**config.mk**
```make
export PLATFORM = sky130hd
export DESIGN_NAME = sorted_table_linear_interpolator_core
export DESIGN_NICKNAME = d
export VERILOG_FILES = /design/src/rtl/stli_pkg.sv /design/src/rtl/stli_datapath.sv /design/src/rtl/stli_ctrl.sv /design/src/rtl/sorted_table_linear_interpolator_core.sv
export SDC_FILE = /design/constraint.sdc
export NUM_CORES = 2
export LEC_CHECK = 0
export BUFFER_PORTS_ARGS = -buffer_cell sky130_fd_sc_hd__buf_4
export CAP_MARGIN = 10
export CORE_ASPECT_RATIO = 1.25
export CORE_UTILIZATION = 40
export DETAILED_ROUTE_END_ITERATION = 8
export PLACE_DENSITY_LB_ADDON = 0.1
export SLEW_MARGIN = 20
export SYNTH_ARGS = -nofsm -noshare
export SYNTH_HDL_FRONTEND = slang
export SYNTH_SLANG_ARGS = --single-unit
```
**constraint.sdc**
```tcl
create_clock -name clock -period 22.4 [get_ports clock]
set_input_delay 3.36 -clock clock [delete_from_list [all_inputs] [get_ports clock]]
set_output_delay 3.36 -clock clock [all_outputs]
set_load 0.02 [all_outputs]
```
**src/rtl/stli_pkg.sv**
```systemverilog
package stli_pkg;

   localparam logic [1:0] KIND_LOAD  = 2'd0;
   localparam logic [1:0] KIND_QUERY = 2'd1;
   localparam logic [1:0] KIND_CLEAR = 2'd2;

   localparam logic [1:0] ST_OK    = 2'd0;
   localparam logic [1:0] ST_RANGE = 2'd1;
   localparam logic [1:0] ST_FULL  = 2'd2;
   localparam logic [1:0] ST_EXACT = 2'd3;

   typedef struct packed {
      logic [1:0]         kind;
      logic signed [15:0] x_value;
      logic signed [15:0] y_value;
   } req_type;

   typedef struct packed {
      logic signed [15:0] y_result;
      logic [1:0]         status;
   } rsp_type;

   typedef enum logic [3:0] {
      S_IDLE,
      S_INS_RD,
      S_INS_CMP,
      S_Q_RD,
      S_Q_CMP,
      S_Q_PREV,
      S_Q_PREV_W,
      S_Q_MUL,
      S_Q_DIV_INIT,
      S_Q_DIV,
      S_Q_SUM,
      S_DONE
   } state_type;

   typedef struct packed {
      logic load_req;
      logic clr_cnt;
      logic inc_cnt;
      logic set_pos_cnt;
      logic set_pos_zero;
      logic dec_pos;
      logic inc_pos;
      logic rd_pos;
      logic rd_prev;
      logic shift_wr;
      logic ins_wr;
      logic keep_hi;
      logic keep_lo;
      logic mul;
      logic div_start;
      logic div_step;
      logic sum;
      logic set_status;
      logic [1:0] status;
      logic use_y;
      logic emit;
   } cmd_type;

   typedef struct packed {
      logic [1:0] kind;
      logic       full;
      logic       pos_zero;
      logic       pos_at_cnt;
      logic       x_gt;
      logic       x_eq;
      logic       den_pos;
      logic       div_done;
   } sts_type;

endpackage

```
**src/rtl/stli_datapath.sv**
```systemverilog
module stli_datapath #(
   parameter int MAX_POINTS = 64
) (
   input  logic             clock,
   input  logic             reset,
   input  stli_pkg::req_type req,
   input  stli_pkg::cmd_type cmd,
   output stli_pkg::sts_type sts,
   output logic             rsp_strobe,
   output stli_pkg::rsp_type rsp
);
   import stli_pkg::*;

   localparam int AW = $clog2(MAX_POINTS);
   localparam int CW = $clog2(MAX_POINTS + 1);

   logic [15:0] x_mem [MAX_POINTS];
   logic [15:0] y_mem [MAX_POINTS];

   req_type req_ff;
   logic [CW-1:0] cnt_ff, cnt_in, pos_ff, pos_in;
   logic [15:0] xr_ff, yr_ff;
   logic signed [15:0] xc_ff, yc_ff, xa_ff, ya_ff;
   logic signed [33:0] num_ff;
   logic [32:0] rem_ff;
   logic [32:0] quo_ff;
   logic [16:0] den_ff;
   logic neg_ff;
   logic [5:0] dcnt_ff;
   logic [15:0] yres_ff;
   logic [1:0] st_ff;
   logic strobe_ff;
   logic [AW-1:0] rd_addr, wr_addr;
   logic [CW-1:0] prev_pos;
   logic [33:0] rem_sh;
   logic signed [17:0] dy;
   logic signed [17:0] dx;
   logic signed [34:0] sum_v;
   logic signed [33:0] quo_s;

   assign prev_pos = pos_ff - CW'(1);

   always_comb begin
      rd_addr = AW'(pos_ff);
      if (cmd.rd_prev) begin
         rd_addr = AW'(prev_pos);
      end
      wr_addr = AW'(pos_ff);
   end

   always_ff @(posedge clock) begin
      if (cmd.rd_pos || cmd.rd_prev) begin
         xr_ff <= x_mem[rd_addr];
         yr_ff <= y_mem[rd_addr];
      end
      if (cmd.shift_wr) begin
         x_mem[wr_addr] <= xr_ff;
         y_mem[wr_addr] <= yr_ff;
      end else if (cmd.ins_wr) begin
         x_mem[wr_addr] <= req_ff.x_value;
         y_mem[wr_addr] <= req_ff.y_value;
      end
   end

   always_comb begin
      cnt_in = cnt_ff;
      if (cmd.clr_cnt) begin
         cnt_in = '0;
      end else if (cmd.inc_cnt) begin
         cnt_in = cnt_ff + CW'(1);
      end
      pos_in = pos_ff;
      if (cmd.set_pos_cnt) begin
         pos_in = cnt_ff;
      end else if (cmd.set_pos_zero) begin
         pos_in = '0;
      end else if (cmd.dec_pos) begin
         pos_in = prev_pos;
      end else if (cmd.inc_pos) begin
         pos_in = pos_ff + CW'(1);
      end
   end

   assign dy = 18'(yc_ff) - 18'(ya_ff);
   assign dx = 18'(req_ff.x_value) - 18'(xa_ff);
   assign rem_sh = {rem_ff, quo_ff[32]};
   assign quo_s = neg_ff ? -34'(quo_ff) : 34'(quo_ff);
   assign sum_v = 35'(ya_ff) + 35'(quo_s);

   always_ff @(posedge clock) begin
      if (reset) begin
         cnt_ff <= '0;
         strobe_ff <= 1'b0;
      end else begin
         cnt_ff <= cnt_in;
         strobe_ff <= cmd.emit;
      end
      pos_ff <= pos_in;
      if (cmd.load_req) begin
         req_ff <= req;
      end
      if (cmd.keep_hi) begin
         xc_ff <= xr_ff;
         yc_ff <= yr_ff;
      end
      if (cmd.keep_lo) begin
         xa_ff <= xr_ff;
         ya_ff <= yr_ff;
      end
      if (cmd.mul) begin
         num_ff <= 34'(dx * dy);
         den_ff <= 17'(18'(xc_ff) - 18'(xa_ff));
      end
      if (cmd.div_start) begin
         neg_ff <= num_ff[33];
         quo_ff <= num_ff[33] ? 33'(-num_ff) : 33'(num_ff);
         rem_ff <= '0;
         dcnt_ff <= '0;
      end else if (cmd.div_step) begin
         if (rem_sh >= 34'(den_ff)) begin
            rem_ff <= 33'(rem_sh - 34'(den_ff));
            quo_ff <= {quo_ff[31:0], 1'b1};
         end else begin
            rem_ff <= rem_sh[32:0];
            quo_ff <= {quo_ff[31:0], 1'b0};
         end
         dcnt_ff <= dcnt_ff + 6'd1;
      end
      if (cmd.set_status) begin
         st_ff <= cmd.status;
      end
      if (cmd.sum) begin
         if (sum_v > 35'sd32767) begin
            yres_ff <= 16'h7fff;
         end else if (sum_v < -35'sd32768) begin
            yres_ff <= 16'h8000;
         end else begin
            yres_ff <= sum_v[15:0];
         end
      end else if (cmd.set_status) begin
         if (cmd.use_y) begin
            yres_ff <= yr_ff;
         end else begin
            yres_ff <= '0;
         end
      end
   end

   always_comb begin
      sts.kind = req_ff.kind;
      sts.full = (cnt_ff >= CW'(MAX_POINTS));
      sts.pos_zero = (pos_ff == '0);
      sts.pos_at_cnt = (pos_ff == cnt_ff);
      sts.x_gt = $signed(xr_ff) > req_ff.x_value;
      sts.x_eq = $signed(xr_ff) == req_ff.x_value;
      sts.den_pos = $signed(xc_ff) > xa_ff;
      sts.div_done = (dcnt_ff == 6'd33);
   end

   assign rsp_strobe = strobe_ff;
   assign rsp.y_result = yres_ff;
   assign rsp.status = st_ff;
endmodule

```
**src/rtl/stli_ctrl.sv**
```systemverilog
module stli_ctrl (
   input  logic             clock,
   input  logic             reset,
   input  logic             start,
   output logic             busy,
   input  stli_pkg::sts_type sts,
   output stli_pkg::cmd_type cmd
);
   import stli_pkg::*;

   state_type state_ff, state_in;

   always_ff @(posedge clock) begin
      if (reset) begin
         state_ff <= S_IDLE;
      end else begin
         state_ff <= state_in;
      end
   end

   always_comb begin
      state_in = state_ff;
      unique case (state_ff)
         S_IDLE: begin
            if (start) state_in = S_DONE;
         end
         S_DONE: begin
            state_in = S_IDLE;
            if (sts.kind == KIND_LOAD && !sts.full) begin
               state_in = S_INS_RD;
            end else if (sts.kind == KIND_QUERY) begin
               state_in = S_Q_RD;
            end
         end
         S_INS_RD: state_in = sts.pos_zero ? S_IDLE : S_INS_CMP;
         S_INS_CMP: begin
            if (sts.x_gt && !sts.pos_zero) state_in = S_INS_RD;
            else state_in = S_IDLE;
         end
         S_Q_RD: state_in = sts.pos_at_cnt ? S_IDLE : S_Q_CMP;
         S_Q_CMP: begin
            if (sts.x_eq) state_in = S_IDLE;
            else if (sts.x_gt) state_in = sts.pos_zero ? S_IDLE : S_Q_PREV;
            else state_in = S_Q_RD;
         end
         S_Q_PREV: state_in = S_Q_PREV_W;
         S_Q_PREV_W: state_in = S_Q_MUL;
         S_Q_MUL: state_in = sts.den_pos ? S_Q_DIV_INIT : S_IDLE;
         S_Q_DIV_INIT: state_in = S_Q_DIV;
         S_Q_DIV: state_in = sts.div_done ? S_Q_SUM : S_Q_DIV;
         S_Q_SUM: state_in = S_IDLE;
         default: state_in = S_IDLE;
      endcase
   end

   always_comb begin
      cmd = '0;
      busy = (state_ff != S_IDLE);
      unique case (state_ff)
         S_IDLE: begin
            cmd.load_req = start;
         end
         S_DONE: begin
            unique case (sts.kind)
               KIND_LOAD: begin
                  if (sts.full) begin
                     cmd.set_status = 1'b1;
                     cmd.status = ST_FULL;
                     cmd.emit = 1'b1;
                  end else begin
                     cmd.set_pos_cnt = 1'b1;
                     cmd.inc_cnt = 1'b1;
                  end
               end
               KIND_QUERY: cmd.set_pos_zero = 1'b1;
               KIND_CLEAR: begin
                  cmd.clr_cnt = 1'b1;
                  cmd.set_status = 1'b1;
                  cmd.status = ST_OK;
                  cmd.emit = 1'b1;
               end
               default: begin
                  cmd.set_status = 1'b1;
                  cmd.status = ST_RANGE;
                  cmd.emit = 1'b1;
               end
            endcase
         end
         S_INS_RD: begin
            if (sts.pos_zero) begin
               cmd.ins_wr = 1'b1;
               cmd.set_status = 1'b1;
               cmd.status = ST_OK;
               cmd.emit = 1'b1;
            end else begin
               cmd.rd_prev = 1'b1;
            end
         end
         S_INS_CMP: begin
            if (sts.x_gt) begin
               cmd.shift_wr = 1'b1;
               cmd.dec_pos = 1'b1;
               if (sts.pos_zero) begin
                  cmd.set_status = 1'b1;
                  cmd.status = ST_OK;
                  cmd.emit = 1'b1;
               end
            end else begin
               cmd.ins_wr = 1'b1;
               cmd.set_status = 1'b1;
               cmd.status = ST_OK;
               cmd.emit = 1'b1;
            end
         end
         S_Q_RD: begin
            if (sts.pos_at_cnt) begin
               cmd.set_status = 1'b1;
               cmd.status = ST_RANGE;
               cmd.emit = 1'b1;
            end else begin
               cmd.rd_pos = 1'b1;
            end
         end
         S_Q_CMP: begin
            if (sts.x_eq) begin
               cmd.set_status = 1'b1;
               cmd.status = ST_EXACT;
               cmd.use_y = 1'b1;
               cmd.emit = 1'b1;
            end else if (sts.x_gt) begin
               cmd.keep_hi = 1'b1;
               if (sts.pos_zero) begin
                  cmd.set_status = 1'b1;
                  cmd.status = ST_RANGE;
                  cmd.emit = 1'b1;
               end
            end else begin
               cmd.inc_pos = 1'b1;
            end
         end
         S_Q_PREV: cmd.rd_prev = 1'b1;
         S_Q_PREV_W: cmd.keep_lo = 1'b1;
         S_Q_MUL: begin
            if (sts.den_pos) begin
               cmd.mul = 1'b1;
            end else begin
               cmd.set_status = 1'b1;
               cmd.status = ST_RANGE;
               cmd.emit = 1'b1;
            end
         end
         S_Q_DIV_INIT: cmd.div_start = 1'b1;
         S_Q_DIV: begin
            cmd.div_step = sts.div_done ? 1'b0 : 1'b1;
         end
         S_Q_SUM: begin
            cmd.sum = 1'b1;
            cmd.set_status = 1'b1;
            cmd.status = ST_OK;
            cmd.emit = 1'b1;
         end
         default: cmd = '0;
      endcase
      if (state_ff == S_Q_MUL && sts.den_pos) begin
         cmd.mul = 1'b1;
      end
   end
endmodule

```
**src/rtl/sorted_table_linear_interpolator_core.sv**
```systemverilog
// A request is taken when start is high and busy is low; one response follows per request.
// Clear and rejected requests are answered from the decode state; a load reads and shifts up each larger
// entry in turn, then writes the new point in the freed slot, at the front of the table if all are larger.
// A query scans entries from the front; interpolation adds a multiply and the 33-step divider.
// One request is in flight at a time; the response strobe lasts one cycle and cannot stall.
// Synchronous reset empties the table; table memory contents are left undefined.
module sorted_table_linear_interpolator_core #(
   parameter int MAX_POINTS = 64
) (
   input  logic              clock,
   input  logic              reset,
   input  logic              start,
   output logic              busy,
   input  stli_pkg::req_type req_data,
   output logic              rsp_strobe,
   output stli_pkg::rsp_type rsp_data
);
   import stli_pkg::*;

   cmd_type cmd;
   sts_type sts;

   stli_ctrl u_ctrl (
      .clock(clock), .reset(reset), .start(start), .busy(busy), .sts(sts), .cmd(cmd)
   );

   stli_datapath #(.MAX_POINTS(MAX_POINTS)) u_dp (
      .clock(clock), .reset(reset), .req(req_data), .cmd(cmd), .sts(sts),
      .rsp_strobe(rsp_strobe), .rsp(rsp_data)
   );
endmodule
```
==> metrics <==
CTS tree=done; Final ANT Viol Nets=0; wire per inst=roughly 29 um; Initial Util=40.21%; CP Data Arrival Time=approximately 10 ns; Routed Wire Length=roughly 280000 um; EDFF count, synth=approximately 2.3k; most frequent cells in the layout=edfxtp_1 (2288), mux4_2 (672), inv_1 (424); CTS sink cnt=~2.3k; Final #Nets=6698; final setup vio count=0; Root Buffer=clkbuf_16; Setup WS pre-CTS=about 13 ns; Mapped Area=~110000 um2; gr ovfl total=0; fin crit share=between 40% and 50%; synth top area cells=edfxtp_1 (65%), mux4_2 (14%), fa_1 (5.7%), ha_1 (2.5%), inv_1 (1.5%); status=finished, final reports clean; Mapped Nets=around 6.5k; Peak Freq=0.1026 GHz; routability congestion estimate=between 0.8 and 0.9; H-tree depth=4; Unique masters post-synth=72; Slew headroom=around 25%; vias in the first global route=57.35k; vias per cell=~5.5; Setup TNS=0 ns; DIE AREA=between 200000 and 300000 um2; Post-synth ARST share=0%; Filler cells=22.80k; initial antenna violation count=8; Synth area leader=edfxtp_1; max_cap viols=0; Total GRT Usage=between 20% and 30%; Site Rows=approximately 210; CP Launch Type=register; post-layout min period=about 9.7 ns; Pre-Repair DR Iteration Count=6; crit-path max cell delay=0.66 ns; Slew @ Worst Pin=roughly 1.1 ns; clk buf depth=4; crit end category=register; Final Slew Violations=0; largest net degree at the start of global routing=141; share of cells above drive strength 1=21.13%; Crit Path Max Fanout=17; DRC Markers=0; Synthesis Warnings=0; first-pass GRT wire length=409100 um; top_reg_cell synth=edfxtp_1; Buffers on Ports=56; vias=54.49k; critical path's slowest cell=o41ai_1; CP Class=register to register; Layout area overhead=12.19%; cts repair resizes=0; setup ws final=12.65 ns; Mapped Cells=5948; post-CTS setup buffers=0; Placed Instances=approximately 9.4k; RSZ-0062 raised after global routing=false; core box area=roughly 260000 um2; cts bufs inserted=234; I/O pin count=57; clock-pin slew on the worst setup and hold paths=0.06 ns; Critical Path RT=about 23 ns; clk_skew=0.06029 ns; register bit total from synthesis=2339; Seq/Total Area, Yosys=between 60% and 70%; final hold violations=0; DRT iter0 DRCs=between 4k and 5k; Min-Delay Path Class=register to register; hold_buf cts=0; DP HPWL=178000 um; Die H=578.0 um; final non-filler cell total=between 9k and 10k; Worst-Skew Late Latency=0.89 ns; syn avg cell area=17.85 um2; Synth top area share=64.72%; die width=462.8 um; most common cell after layout, fill and taps aside=edfxtp_1
[path summary, 6_finish.rpt]
check / start / endpoint / slack (ns) / depth (start not counted)
worst max register to register: u_dp.xa_ff[1] / u_dp.num_ff[32] / 12.65 / 36
worst max-delay path: u_dp.xa_ff[1] / u_dp.num_ff[32] / 12.65 / 36
worst min-delay path: u_dp.rem_ff[11] / u_dp.rem_ff[11] / 0.48 / 2
worst min register to register: u_dp.rem_ff[11] / u_dp.rem_ff[11] / 0.48 / 2
[per-layer routing]
metal	GRT usage [%]	wire length [um]	vias to the layer above
met4	5.603	7448	0
met1	27.20	116400	29522
met2	37.62	146600	1163
met3	2.457	10920	362
met5	0	0	-
li1	-	-	23447
[kinds of logic after synthesis]
logic type,count (synthesis),synth area share (%)
AO/OA/AOI/OAI,490,2.890
XOR/XNOR,217,1.790
adder cells (fa/ha/maj),510,8.140
buffers and inverters,665,2.412
flip-flops,2339,65.68
multiplexers,715,14.70
AND/OR/NAND/NOR,1012,4.385
[registers in the layout, indices dropped and copies added (netlist names)]
register / flops
u_dp.rem_ff: 33
u_dp.xc_ff: 16
u_dp.yr_ff: 16
u_dp.neg_ff: 1
u_dp.sts: 2
u_dp.st_ff: 2
u_dp.x_mem: 1024
u_ctrl.state_ff: 4
u_dp.xr_ff: 16
u_dp.yres_ff: 16
u_dp.req_ff: 32
u_dp.ya_ff: 16
u_dp.cnt_ff: 7
u_dp.y_mem: 1024
u_dp.xa_ff: 16
u_dp.yc_ff: 16
u_dp.den_ff: 17
u_dp.rsp_strobe: 1
u_dp.pos_ff: 7
u_dp.dcnt_ff: 6
u_dp.quo_ff: 33
u_dp.num_ff: 34
[through the flow]
step | util (%) | hold WS (ns) | cell area [um2]
floorplan | - | 0.4450 | 106200
global placement | 42.36 | 0.4675 | 111800
detailed placement | 42.37 | 0.4734 | 111900
CTS | 45.06 | 0.4830 | 119000
global route | 45.11 | 0.5033 | 119100
finish | 45.11 | 0.4800 | 119100
[cell type report]
| cell class | count | area (um2) | share of cell area [%] |
|---|---|---|---|
| flip-flops and latches | 2339 | 69730 | 58.55 |
| multi-input cells | 2944 | 34610 | 29.06 |
| clock buffers | 291 | 6155 | 5.168 |
| well taps | 3514 | 4397 | 3.692 |
| repair buffers | 207 | 1642 | 1.378 |
| inverters | 425 | 1595 | 1.340 |
| clock inverters | 120 | 957.2 | 0.8037 |
| diodes | 4 | 10.01 | 0.008405 |
[synthesized netlist by cell type (all sizes together), types with 19 or more instances]
library cell	instances
buf	72
fa	301
nor3	39
or3	19
nand2b	34
a21oi	101
nand3	30
a21o	31
clkbuf	168
edfxtp	2288
xnor2	131
mux4	672
inv	424
dfxtp	51
and2	39
xor2	86
or2	21
mux2	31
o211ai	22
ha	209
nand2	380
nor2	291
nor2b	52
o21ai	172
nand4	29
o31ai	21
[critical path: cells and delay by family, from the launching register on]
family / cells / cell delay, ns
simple gates: 2 / 0.23
flops: 1 / 0.46
fa+ha+maj: 8 / 3.58
buf+inv: 7 / 0.64
compound gates: 17 / 4.30
xor+xnor: 2 / 0.24
Power is left out: the tool's default activity adds up to more than one toggle a clock period on the data nets, which glitch-free logic cannot reach.
